==> src/gjsa_pkg.sv <==
// shared widths, register indexes, reset values and bundle types of the servo aimer
// no dependencies; every other file of the block imports this package
package gjsa_pkg;

	localparam int SAMPLE_W   = 10;
	localparam int DUTY_W     = 8;
	localparam int DT_W       = 8;
	localparam int LIMIT_W    = 23;
	localparam int ANG_W      = 24;
	localparam int RATE_W     = 11;
	localparam int DELTA_W    = 20;
	localparam int CNT_W      = 11;
	localparam int NUM_W      = 32;
	localparam int DEN_W      = 24;
	localparam int STEP_W     = $clog2(NUM_W);
	localparam int IN_W       = 56;
	localparam int OUT_W      = 24;
	localparam int CFG_IDX_W  = 3;
	localparam int CFG_DATA_W = 23;

	localparam logic [CNT_W-1:0] CNT_MAX = {CNT_W{1'b1}};

	localparam logic [CFG_IDX_W-1:0] CFG_PITCH_ZERO = 3'd0;
	localparam logic [CFG_IDX_W-1:0] CFG_YAW_ZERO   = 3'd1;
	localparam logic [CFG_IDX_W-1:0] CFG_DEADBAND   = 3'd2;
	localparam logic [CFG_IDX_W-1:0] CFG_ANGLE_LIM  = 3'd3;
	localparam logic [CFG_IDX_W-1:0] CFG_PITCH_LOW  = 3'd4;
	localparam logic [CFG_IDX_W-1:0] CFG_PITCH_HIGH = 3'd5;
	localparam logic [CFG_IDX_W-1:0] CFG_YAW_LOW    = 3'd6;
	localparam logic [CFG_IDX_W-1:0] CFG_YAW_HIGH   = 3'd7;

	localparam logic [SAMPLE_W-1:0] RST_ZERO_OFFSET = 10'd512;
	localparam logic [SAMPLE_W-1:0] RST_DEADBAND    = 10'd4;
	localparam logic [LIMIT_W-1:0]  RST_ANGLE_LIMIT = 23'd1000000;
	localparam logic [DUTY_W-1:0]   RST_PWM_LOW     = 8'd16;
	localparam logic [DUTY_W-1:0]   RST_PWM_HIGH    = 8'd32;

	// first member sits in the top bits of a packed struct
	typedef struct packed {
		logic [DT_W-1:0]     elapsed_ms;
		logic                toggle_pressed;
		logic                trigger_level;
		logic [SAMPLE_W-1:0] gyro_yaw_sample;
		logic [SAMPLE_W-1:0] gyro_pitch_sample;
		logic [SAMPLE_W-1:0] joy_y_sample;
		logic [SAMPLE_W-1:0] joy_x_sample;
	} in_t;

	typedef struct packed {
		logic              gyro_mode;
		logic              trigger_pressed;
		logic [DUTY_W-1:0] yaw_duty;
		logic [DUTY_W-1:0] pitch_duty;
	} result_t;

	typedef struct packed {
		logic load;
		logic mul_rate;
		logic integ;
		logic prep;
		logic mul_map;
		logic div_start;
		logic store;
		logic ch;
	} cmd_t;

	typedef struct packed {
		logic div_done;
	} status_t;

endpackage

==> src/gyro_joystick_servo_aimer_core.sv <==
// top level of the gyro and joystick servo aimer: ports, output register, glue
// depends on gjsa_pkg, gjsa_ctrl and gjsa_datapath
//
// channel | direction | transaction carries
// s_*     | in        | one control tick: joystick, gyro, buttons, elapsed ms
// m_*     | out       | pitch and yaw duties, trigger servo, mode
// cfg_*   | in        | one register write, index and data
//
// one tick is worked at a time, and the next is taken only after its result is
// registered; the shared restoring divider runs 32 steps once for pitch and once
// for yaw
// reset is asynchronous and active low; it restores register defaults and state
// the next tick is taken while a finished result still waits on m_*
// a stalled m_* holds its transaction; configuration is always ready
module gyro_joystick_servo_aimer_core import gjsa_pkg::*; #(
	parameter int ADC_FULL_SCALE   = 1023,
	parameter int PRESS_AFTER_MS   = 700,
	parameter int RELEASE_AFTER_MS = 350
) (
	input  logic                  clk,
	input  logic                  arst_n,
	input  logic                  s_tvalid,
	output logic                  s_tready,
	// joy_x_sample[9:0], joy_y_sample[19:10], gyro_pitch_sample[29:20],
	// gyro_yaw_sample[39:30], trigger_level[40], toggle_pressed[41],
	// elapsed_ms[49:42], zero fill[55:50]
	input  logic [IN_W-1:0]       s_tdata,
	output logic                  m_tvalid,
	input  logic                  m_tready,
	// pitch_duty[7:0], yaw_duty[15:8], trigger_pressed[16], gyro_mode[17],
	// zero fill[23:18]
	output logic [OUT_W-1:0]      m_tdata,
	input  logic                  cfg_valid,
	output logic                  cfg_ready,
	input  logic [CFG_IDX_W-1:0]  cfg_index,
	input  logic [CFG_DATA_W-1:0] cfg_data
);

	localparam int RES_W = $bits(result_t);

	in_t              in_item;
	result_t          result;
	cmd_t             cmd;
	status_t          status;
	logic             emit;
	logic             out_free;
	logic             m_tvalid_q;
	logic [OUT_W-1:0] m_tdata_q;

	// the packed fields line up with the tdata layout, fill bits dropped
	assign in_item = in_t'(s_tdata[$bits(in_t)-1:0]);

	assign cfg_ready = 1'b1;

	// result slot frees up in the same cycle the sink takes it
	assign out_free = !m_tvalid_q || m_tready;

	gjsa_ctrl u_ctrl (
		.clk      (clk),
		.arst_n   (arst_n),
		.in_valid (s_tvalid),
		.out_free (out_free),
		.status   (status),
		.in_ready (s_tready),
		.emit     (emit),
		.cmd      (cmd)
	);

	gjsa_datapath #(
		.ADC_FULL_SCALE   (ADC_FULL_SCALE),
		.PRESS_AFTER_MS   (PRESS_AFTER_MS),
		.RELEASE_AFTER_MS (RELEASE_AFTER_MS)
	) u_dp (
		.clk       (clk),
		.arst_n    (arst_n),
		.cfg_we    (cfg_valid),
		.cfg_index (cfg_index),
		.cfg_data  (cfg_data),
		.in_item   (in_item),
		.cmd       (cmd),
		.status    (status),
		.result    (result)
	);

	// output register, parts the datapath from the sink
	always_ff @(posedge clk or negedge arst_n) begin
		if (!arst_n) begin
			m_tvalid_q <= 1'b0;
		end else if (emit) begin
			m_tvalid_q <= 1'b1;
		end else if (m_tready) begin
			m_tvalid_q <= 1'b0;
		end
	end

	always_ff @(posedge clk) begin
		if (emit)
			m_tdata_q <= {{(OUT_W-RES_W){1'b0}}, result};
	end

	assign m_tvalid = m_tvalid_q;
	assign m_tdata  = m_tdata_q;

endmodule

==> src/gjsa_div.sv <==
// restoring unsigned divider, one quotient bit per cycle
// depends on gjsa_pkg for operand widths
module gjsa_div import gjsa_pkg::*; (
	input  logic              clk,
	input  logic              arst_n,
	input  logic              start,
	input  logic [NUM_W-1:0]  num,
	input  logic [DEN_W-1:0]  den,
	output logic              done,
	output logic [DUTY_W-1:0] quot
);

	logic              busy_q;
	logic              done_q;
	logic [STEP_W-1:0] cnt_q;
	logic [DEN_W-1:0]  rem_q;
	logic [DEN_W-1:0]  den_q;
	logic [NUM_W-1:0]  sh_q;
	logic [DEN_W:0]    trial;
	logic [DEN_W:0]    diff;
	logic              ge;

	assign trial = {rem_q, sh_q[NUM_W-1]};
	assign diff  = trial - {1'b0, den_q};
	assign ge    = trial >= {1'b0, den_q};

	always_ff @(posedge clk or negedge arst_n) begin
		if (!arst_n) begin
			busy_q <= 1'b0;
			done_q <= 1'b0;
			cnt_q  <= '0;
		end else begin
			done_q <= 1'b0;
			if (start) begin
				busy_q <= 1'b1;
				cnt_q  <= STEP_W'(NUM_W - 1);
			end else if (busy_q) begin
				if (cnt_q == '0) begin
					busy_q <= 1'b0;
					done_q <= 1'b1;
				end else begin
					cnt_q <= cnt_q - 1'b1;
				end
			end
		end
	end

	// dividend shifts out at the top while quotient bits shift in at the bottom
	always_ff @(posedge clk) begin
		if (start) begin
			rem_q <= '0;
			sh_q  <= num;
			den_q <= den;
		end else if (busy_q) begin
			rem_q <= ge ? diff[DEN_W-1:0] : trial[DEN_W-1:0];
			sh_q  <= {sh_q[NUM_W-2:0], ge};
		end
	end

	assign done = done_q;
	assign quot = sh_q[DUTY_W-1:0];

endmodule

==> src/gjsa_datapath.sv <==
// datapath: configuration registers, angle integrators, trigger pulse train, line maps
// depends on gjsa_pkg and gjsa_div
module gjsa_datapath import gjsa_pkg::*; #(
	parameter int ADC_FULL_SCALE   = 1023,
	parameter int PRESS_AFTER_MS   = 700,
	parameter int RELEASE_AFTER_MS = 350
) (
	input  logic                  clk,
	input  logic                  arst_n,
	input  logic                  cfg_we,
	input  logic [CFG_IDX_W-1:0]  cfg_index,
	input  logic [CFG_DATA_W-1:0] cfg_data,
	input  in_t                   in_item,
	input  cmd_t                  cmd,
	output status_t               status,
	output result_t               result
);

	logic [SAMPLE_W-1:0] pitch_zero_q, yaw_zero_q, deadband_q;
	logic [LIMIT_W-1:0]  angle_limit_q;
	logic [DUTY_W-1:0]   pitch_low_q, pitch_high_q, yaw_low_q, yaw_high_q;

	logic                      mode_q;
	logic signed [ANG_W-1:0]   pitch_angle_q, yaw_angle_q;
	logic [CNT_W-1:0]          cnt_q;
	logic                      trig_held_q;

	logic signed [RATE_W-1:0]  rate_p_q, rate_y_q;
	logic                      gate_p_q, gate_y_q;
	logic [DT_W-1:0]           dt_q;
	logic [SAMPLE_W-1:0]       joy_x_q, joy_y_q;
	logic signed [DELTA_W-1:0] delta_p_q, delta_y_q;

	logic [DEN_W-1:0]  n_q, den_q;
	logic [DUTY_W-1:0] absd_q, lo_q, hi_q;
	logic              neg_q;
	logic [NUM_W-1:0]  num_q;
	logic [DUTY_W-1:0] pitch_duty_q, yaw_duty_q;

	logic [LIMIT_W-1:0]        lim;
	logic signed [RATE_W-1:0]  rate_p, rate_y, mag_p, mag_y;
	logic signed [DELTA_W-1:0] prod_p, prod_y;
	logic signed [ANG_W:0]     n_gyro;
	logic [DUTY_W:0]           diff;
	logic [DUTY_W-1:0]         sel_lo, sel_hi, quot, qs, v;
	logic [SAMPLE_W-1:0]       sel_joy;
	logic signed [ANG_W-1:0]   sel_angle;
	logic [CNT_W:0]            cnt_sum;
	logic                      div_done;

	function automatic logic signed [ANG_W-1:0] clamp_angle(
		input logic signed [ANG_W-1:0]   angle,
		input logic signed [DELTA_W-1:0] delta,
		input logic [LIMIT_W-1:0]        limit
	);
		logic signed [ANG_W:0] sum;
		logic signed [ANG_W:0] bound;
		logic signed [ANG_W:0] r;
		sum   = {angle[ANG_W-1], angle} + {{(ANG_W+1-DELTA_W){delta[DELTA_W-1]}}, delta};
		bound = {2'b00, limit};
		if (sum > bound)
			r = bound;
		else if (sum < -bound)
			r = -bound;
		else
			r = sum;
		return r[ANG_W-1:0];
	endfunction

	// a zero limit acts as one
	assign lim = (angle_limit_q == '0) ? LIMIT_W'(1) : angle_limit_q;

	assign rate_p = $signed({1'b0, in_item.gyro_pitch_sample}) - $signed({1'b0, pitch_zero_q});
	assign rate_y = $signed({1'b0, in_item.gyro_yaw_sample}) - $signed({1'b0, yaw_zero_q});
	assign mag_p  = rate_p[RATE_W-1] ? -rate_p : rate_p;
	assign mag_y  = rate_y[RATE_W-1] ? -rate_y : rate_y;

	// signed rate times elapsed time, full width
	assign prod_p = rate_p_q * $signed({1'b0, dt_q});
	assign prod_y = rate_y_q * $signed({1'b0, dt_q});

	assign sel_lo    = cmd.ch ? yaw_low_q  : pitch_low_q;
	assign sel_hi    = cmd.ch ? yaw_high_q : pitch_high_q;
	assign sel_joy   = cmd.ch ? joy_x_q    : joy_y_q;
	assign sel_angle = cmd.ch ? yaw_angle_q : pitch_angle_q;
	assign n_gyro    = {sel_angle[ANG_W-1], sel_angle} + {2'b00, lim};
	assign diff      = {1'b0, sel_hi} - {1'b0, sel_lo};

	assign qs = neg_q ? (~quot + 1'b1) : quot;
	assign v  = lo_q + qs;

	// counter steps by this tick's elapsed time
	assign cnt_sum = {1'b0, cnt_q} + (CNT_W+1)'(in_item.elapsed_ms);

	always_ff @(posedge clk or negedge arst_n) begin
		if (!arst_n) begin
			pitch_zero_q  <= RST_ZERO_OFFSET;
			yaw_zero_q    <= RST_ZERO_OFFSET;
			deadband_q    <= RST_DEADBAND;
			angle_limit_q <= RST_ANGLE_LIMIT;
			pitch_low_q   <= RST_PWM_LOW;
			pitch_high_q  <= RST_PWM_HIGH;
			yaw_low_q     <= RST_PWM_LOW;
			yaw_high_q    <= RST_PWM_HIGH;
		end else if (cfg_we) begin
			case (cfg_index)
				CFG_PITCH_ZERO: pitch_zero_q  <= cfg_data[SAMPLE_W-1:0];
				CFG_YAW_ZERO:   yaw_zero_q    <= cfg_data[SAMPLE_W-1:0];
				CFG_DEADBAND:   deadband_q    <= cfg_data[SAMPLE_W-1:0];
				CFG_ANGLE_LIM:  angle_limit_q <= cfg_data[LIMIT_W-1:0];
				CFG_PITCH_LOW:  pitch_low_q   <= cfg_data[DUTY_W-1:0];
				CFG_PITCH_HIGH: pitch_high_q  <= cfg_data[DUTY_W-1:0];
				CFG_YAW_LOW:    yaw_low_q     <= cfg_data[DUTY_W-1:0];
				CFG_YAW_HIGH:   yaw_high_q    <= cfg_data[DUTY_W-1:0];
				default: ;
			endcase
		end
	end

	// mode, angles and the pulse train
	always_ff @(posedge clk or negedge arst_n) begin
		if (!arst_n) begin
			mode_q        <= 1'b0;
			pitch_angle_q <= '0;
			yaw_angle_q   <= '0;
			cnt_q         <= '0;
			trig_held_q   <= 1'b0;
		end else begin
			if (cmd.load) begin
				mode_q <= mode_q ^ in_item.toggle_pressed;
				if (!in_item.trigger_level) begin
					if (cnt_q > CNT_W'(PRESS_AFTER_MS)) begin
						trig_held_q <= 1'b1;
						cnt_q       <= '0;
					end else begin
						if (cnt_q > CNT_W'(RELEASE_AFTER_MS))
							trig_held_q <= 1'b0;
						cnt_q <= cnt_sum[CNT_W] ? CNT_MAX : cnt_sum[CNT_W-1:0];
					end
				end else begin
					cnt_q       <= '0;
					trig_held_q <= 1'b0;
				end
			end
			if (cmd.integ) begin
				pitch_angle_q <= clamp_angle(pitch_angle_q, delta_p_q, lim);
				yaw_angle_q   <= clamp_angle(yaw_angle_q, delta_y_q, lim);
			end
		end
	end

	always_ff @(posedge clk) begin
		if (cmd.load) begin
			rate_p_q <= rate_p;
			rate_y_q <= rate_y;
			gate_p_q <= mag_p > $signed({1'b0, deadband_q});
			gate_y_q <= mag_y > $signed({1'b0, deadband_q});
			dt_q     <= in_item.elapsed_ms;
			joy_x_q  <= in_item.joy_x_sample;
			joy_y_q  <= in_item.joy_y_sample;
		end
		if (cmd.mul_rate) begin
			delta_p_q <= gate_p_q ? prod_p : '0;
			delta_y_q <= gate_y_q ? prod_y : '0;
		end
		if (cmd.prep) begin
			if (mode_q) begin
				n_q   <= n_gyro[DEN_W-1:0];
				den_q <= {lim, 1'b0};
			end else begin
				n_q   <= DEN_W'(sel_joy);
				den_q <= DEN_W'(ADC_FULL_SCALE);
			end
			neg_q  <= diff[DUTY_W];
			absd_q <= diff[DUTY_W] ? (~diff[DUTY_W-1:0] + 1'b1) : diff[DUTY_W-1:0];
			lo_q   <= sel_lo;
			hi_q   <= sel_hi;
		end
		if (cmd.mul_map)
			num_q <= NUM_W'(n_q * absd_q);
		if (cmd.store) begin
			if (!cmd.ch)
				pitch_duty_q <= v;
			else if (mode_q)
				yaw_duty_q <= v;
			else
				yaw_duty_q <= hi_q + lo_q - v;
		end
	end

	gjsa_div u_div (
		.clk    (clk),
		.arst_n (arst_n),
		.start  (cmd.div_start),
		.num    (num_q),
		.den    (den_q),
		.done   (div_done),
		.quot   (quot)
	);

	assign status.div_done = div_done;

	assign result.pitch_duty      = pitch_duty_q;
	assign result.yaw_duty        = yaw_duty_q;
	assign result.trigger_pressed = trig_held_q;
	assign result.gyro_mode       = mode_q;

endmodule

==> src/gjsa_ctrl.sv <==
// controller: sequences load, integration and the two divider passes of one tick
// depends on gjsa_pkg for the command and status bundles
module gjsa_ctrl import gjsa_pkg::*; (
	input  logic    clk,
	input  logic    arst_n,
	input  logic    in_valid,
	input  logic    out_free,
	input  status_t status,
	output logic    in_ready,
	output logic    emit,
	output cmd_t    cmd
);

	localparam logic [3:0] ST_IDLE   = 4'd0;
	localparam logic [3:0] ST_MULR   = 4'd1;
	localparam logic [3:0] ST_INTEG  = 4'd2;
	localparam logic [3:0] ST_PREP   = 4'd3;
	localparam logic [3:0] ST_MULM   = 4'd4;
	localparam logic [3:0] ST_DSTART = 4'd5;
	localparam logic [3:0] ST_DWAIT  = 4'd6;
	localparam logic [3:0] ST_STORE  = 4'd7;
	localparam logic [3:0] ST_OUT    = 4'd8;

	logic [3:0] state_q, state_d;
	logic       ch_q;

	always_comb begin
		state_d  = state_q;
		cmd      = '0;
		cmd.ch   = ch_q;
		in_ready = 1'b0;
		emit     = 1'b0;
		case (state_q)
			ST_IDLE: begin
				in_ready = 1'b1;
				if (in_valid) begin
					cmd.load = 1'b1;
					state_d  = ST_MULR;
				end
			end
			ST_MULR: begin
				cmd.mul_rate = 1'b1;
				state_d      = ST_INTEG;
			end
			ST_INTEG: begin
				cmd.integ = 1'b1;
				state_d   = ST_PREP;
			end
			ST_PREP: begin
				cmd.prep = 1'b1;
				state_d  = ST_MULM;
			end
			ST_MULM: begin
				cmd.mul_map = 1'b1;
				state_d     = ST_DSTART;
			end
			ST_DSTART: begin
				cmd.div_start = 1'b1;
				state_d       = ST_DWAIT;
			end
			ST_DWAIT: begin
				if (status.div_done)
					state_d = ST_STORE;
			end
			ST_STORE: begin
				cmd.store = 1'b1;
				state_d   = ch_q ? ST_OUT : ST_PREP;
			end
			ST_OUT: begin
				if (out_free) begin
					emit    = 1'b1;
					state_d = ST_IDLE;
				end
			end
			default: state_d = ST_IDLE;
		endcase
	end

	always_ff @(posedge clk or negedge arst_n) begin
		if (!arst_n) begin
			state_q <= ST_IDLE;
			ch_q    <= 1'b0;
		end else begin
			state_q <= state_d;
			if (cmd.store)
				ch_q <= ~ch_q;
		end
	end

endmodule

==> config.mk <==
export PLATFORM = sky130hd
export DESIGN_NAME = gyro_joystick_servo_aimer_core
export DESIGN_NICKNAME = d
export VERILOG_FILES = /design/src/gjsa_pkg.sv /design/src/gyro_joystick_servo_aimer_core.sv /design/src/gjsa_div.sv /design/src/gjsa_datapath.sv /design/src/gjsa_ctrl.sv
export SDC_FILE = /design/constraint.sdc
export NUM_CORES = 2
export LEC_CHECK = 0
export BUFFER_PORTS_ARGS = -buffer_cell sky130_fd_sc_hd__buf_2
export CAP_MARGIN = 0
export CORE_ASPECT_RATIO = 1.2
export CORE_UTILIZATION = 35
export CTS_CLUSTER_DIAMETER = 120
export CTS_CLUSTER_SIZE = 16
export DETAILED_ROUTE_END_ITERATION = 7
export GPL_ROUTABILITY_DRIVEN = 0
export GPL_TIMING_DRIVEN = 0
export MAX_ROUTING_LAYER = met4
export PLACE_DENSITY = 0.56
export SLEW_MARGIN = 20
export SYNTH_ARGS = -nofsm -noshare
export SYNTH_HDL_FRONTEND = slang
export SYNTH_HIERARCHICAL = 1
export SYNTH_SLANG_ARGS = --single-unit
==> constraint.sdc <==
create_clock -name clk -period 7.7 [get_ports clk]
set_input_delay 0.77 -clock clk [delete_from_list [all_inputs] [get_ports clk]]
set_output_delay 0.77 -clock clk [all_outputs]
set_load 0.01 [all_outputs]
==> impl_metrics.yaml <==
floorplan:
  rows: 137
  io_pins: 114
  start_util: 0.3543
  core-area_um2: 116700
  die-area_um2: 119600
  die_y_um: 378.6
  die_w_um: 315.8
run_status:
  status: "finished clean"
yosys:
  synth_edf_count: 287
  netlist_area_um2: 41360
  synth_top_area_frac: 0.2084
  synthFlopType: "edfxtp_1"
  synthTopCellsByArea: "edfxtp_1, fa_1, ha_1"
  ys_seq_area_frac: 0.3166
  synth_largest_area_cell: "edfxtp_1"
  yosysMostFrequentCell: "inv_1"
  yosys_warnings: 6
  synth.distinct_cells: 104
  ys_ff_latch: 470
  async_reset_ff_frac: 0.3383
  avgSynthCellArea_um2: 10.01
  synth_commonest_cells: "inv_1, ha_1, and2_1, fa_1, edfxtp_1"
  synth_cells: 4133
layout:
  seqCellArea_um2: 13100
  syn2layout_area_growth_pct: 9.274
  drive_above_1_share: 0.09045
  fin_nets: 5064
  fillers: 11620
  diodes: 0
  finish.utilization: 0.3872
  multiInputGateArea_um2: 25400
sta:
  rsz0062_at_grt: "no"
  post-route-period-util: 0.8698
  setup_viol: 0
  fin_crit_ps: 6698
  fin_skew_ps: 18.26
  slew_viol_final: 0
  worst_pin_slew_ps: 1205
  max_freq_ghz: 0.1493
  tns_ps: 0
  finalHoldViolations: 0
  slew_headroom: 0.1902
setup_path:
  reg2reg_slack_ps: 1000
  end_kind: "flop"
  r2r_cells: 23
  cp.arrival_ps: 7170
  rr_endpoint: "u_dp/yaw_angle_q[4]"
  cp.required_ps: 8170
  path_class: "reg2reg"
  crit_fanout: 9
  reg2reg_from: "u_dp/angle_limit_q[7]"
  startpoint_type: "flop"
global_route:
  grt_pass1_vias: 30530
  antenna_found_initial: 0
  grt_usage: 0.1935
  grt_max_degree: 87
  overflow: 0
  grt_pass1_wl_um: 173800
placement:
  place_hpwl_um: 90420
  port_buffers: 96
routing:
  drc: 0
  totalWireLength_um: 111400
  first_iter_violations: 1658
  firstDrtPassIters: 5
  vias_per_cell: 5.055
  drt-wirelength-per-cell_um: 19.04
  drtAntennaViolNets: 0
  via_count: 29580
cts:
  clock_latency_ps: 610
  post_cts_buffers: 0
  cts_hold_buf: 0
  clock_sinks: 470
  cts.clk_slew.worst_paths_ps: 80
  clock_path_buffers: 3
  cts_buffers: 37
  cts_tree: "built"
  cts_root_buf: "clkbuf_16"
  htreeDepth: 2
  ctsResizeCount: 0
flow_run:
  drv_cap: 0
worst_hold_path:
  hold_path_class: "in2async"
[stage by stage]
stage	setup WS, ps	hold WS (ps)	std cells	instance area [µm²]
6_report	1002	147.9	5852	45200
5_1_grt	893.2	174.2	5852	45200
4_1_cts	1077	145.5	5852	45180
3_5_place_dp	1072	404.5	5784	44050
3_3_place_gp	-904.4	403.7	5764	43780
2_1_floorplan	1550	400.3	4139	41380
[final cells by class]
cell class                 count  share of cell area
multi-input combinational   2937              0.5620
sequential                   470              0.2897
inverter                     576             0.04784
tap                         1529             0.04233
clock buffer                  62             0.02372
buffer                       156             0.01719
timing repair buffer         116             0.01595
clock inverter                 6            0.001273
[critical path, stage by stage (launching register included)]
cell and delay, ps:
dfrtp_1 360, clkbuf_1 300, or4_1 690, or2_1 330, nor2_2 280, a31o_2 350, inv_1 130, ha_1 300
nand3b_4 190, nor2_1 120, nand2_1 120, nor3_1 70, xnor2_1 390, ha_1 330, a21o_1 160, a21o_1 170
a21oi_1 310, nand2_1 140, a41oi_1 340, a22o_2 250, mux2i_4 540, mux2_2 400, o221ai_1 170, o21ai_1 90
[worst max path at each step]
stage / startpoint / endpoint / cells after the start / slack (ps)
3_3_place_gp: u_ctrl/state_q[0] / u_dp/den_q[17] / 2 / -900
4_1_cts: u_dp/angle_limit_q[7] / u_dp/yaw_angle_q[4] / 23 / 1080
6_report: u_dp/angle_limit_q[7] / u_dp/yaw_angle_q[4] / 23 / 1000
2_1_floorplan: u_ctrl/state_q[0] / u_dp/absd_q[0] / 2 / 1550
3_5_place_dp: u_dp/angle_limit_q[7] / u_dp/yaw_angle_q[4] / 23 / 1070
5_1_grt: u_dp/angle_limit_q[7] / u_dp/yaw_angle_q[19] / 23 / 890
[sequential cells by signal, indices dropped and copies added (netlist names), 18 cells and up]
signal,count
m_tdata,18
u_dp/den_q,24
u_dp/yaw_angle_q,24
u_dp/angle_limit_q,23
u_dp/delta_y_q,20
u_dp/num_q,32
u_dp/delta_p_q,20
u_dp/u_div/sh_q,32
u_dp/u_div/rem_q,24
u_dp/n_q,24
u_dp/pitch_angle_q,24
u_dp/u_div/den_q,24
[metal layers]
layer,global-route usage,wire length (µm)
met4,0.06007,3762
met2,0.3421,56620
met5,-,0
met1,0.2310,47380
met3,0.01836,3678
[cells in the final DEF (no fill, tap or decap), types with 30 or more instances in the layout]
cell and instances:
inv_1 574, nand2_1 276, o21bai_1 30, fa_1 292
a21oi_1 187, xnor2_1 155, buf_2 100, clkbuf_16 39
nor2_1 158, xor2_1 64, mux2_2 126, nand2b_1 42
o21ai_0 181, and2_1 298, nor3_1 52, ha_1 391
dfrtp_1 145, nand3_1 66, nor2b_1 45, buf_4 32
a21o_1 96, clkbuf_1 129, a211oi_1 37, o21a_1 44
mux2i_1 73, edfxtp_1 287
[kinds of logic (layout without fill, tap and decap cells)]
group / after synthesis / after routing / synth area share
other: 3 / 9 / 0.0002722
XOR/XNOR: 219 / 219 / 0.04637
flip-flops: 470 / 470 / 0.3166
multiplexers: 201 / 201 / 0.05288
AND/OR/NAND/NOR: 1081 / 1081 / 0.1365
adder cells (fa/ha/maj): 685 / 685 / 0.2601
buffers and inverters: 732 / 916 / 0.07106
AO/OA/AOI/OAI: 742 / 742 / 0.1162
Power is not shown: default switching activity piles up to over one toggle a cycle in this logic, so the estimate is an artifact.
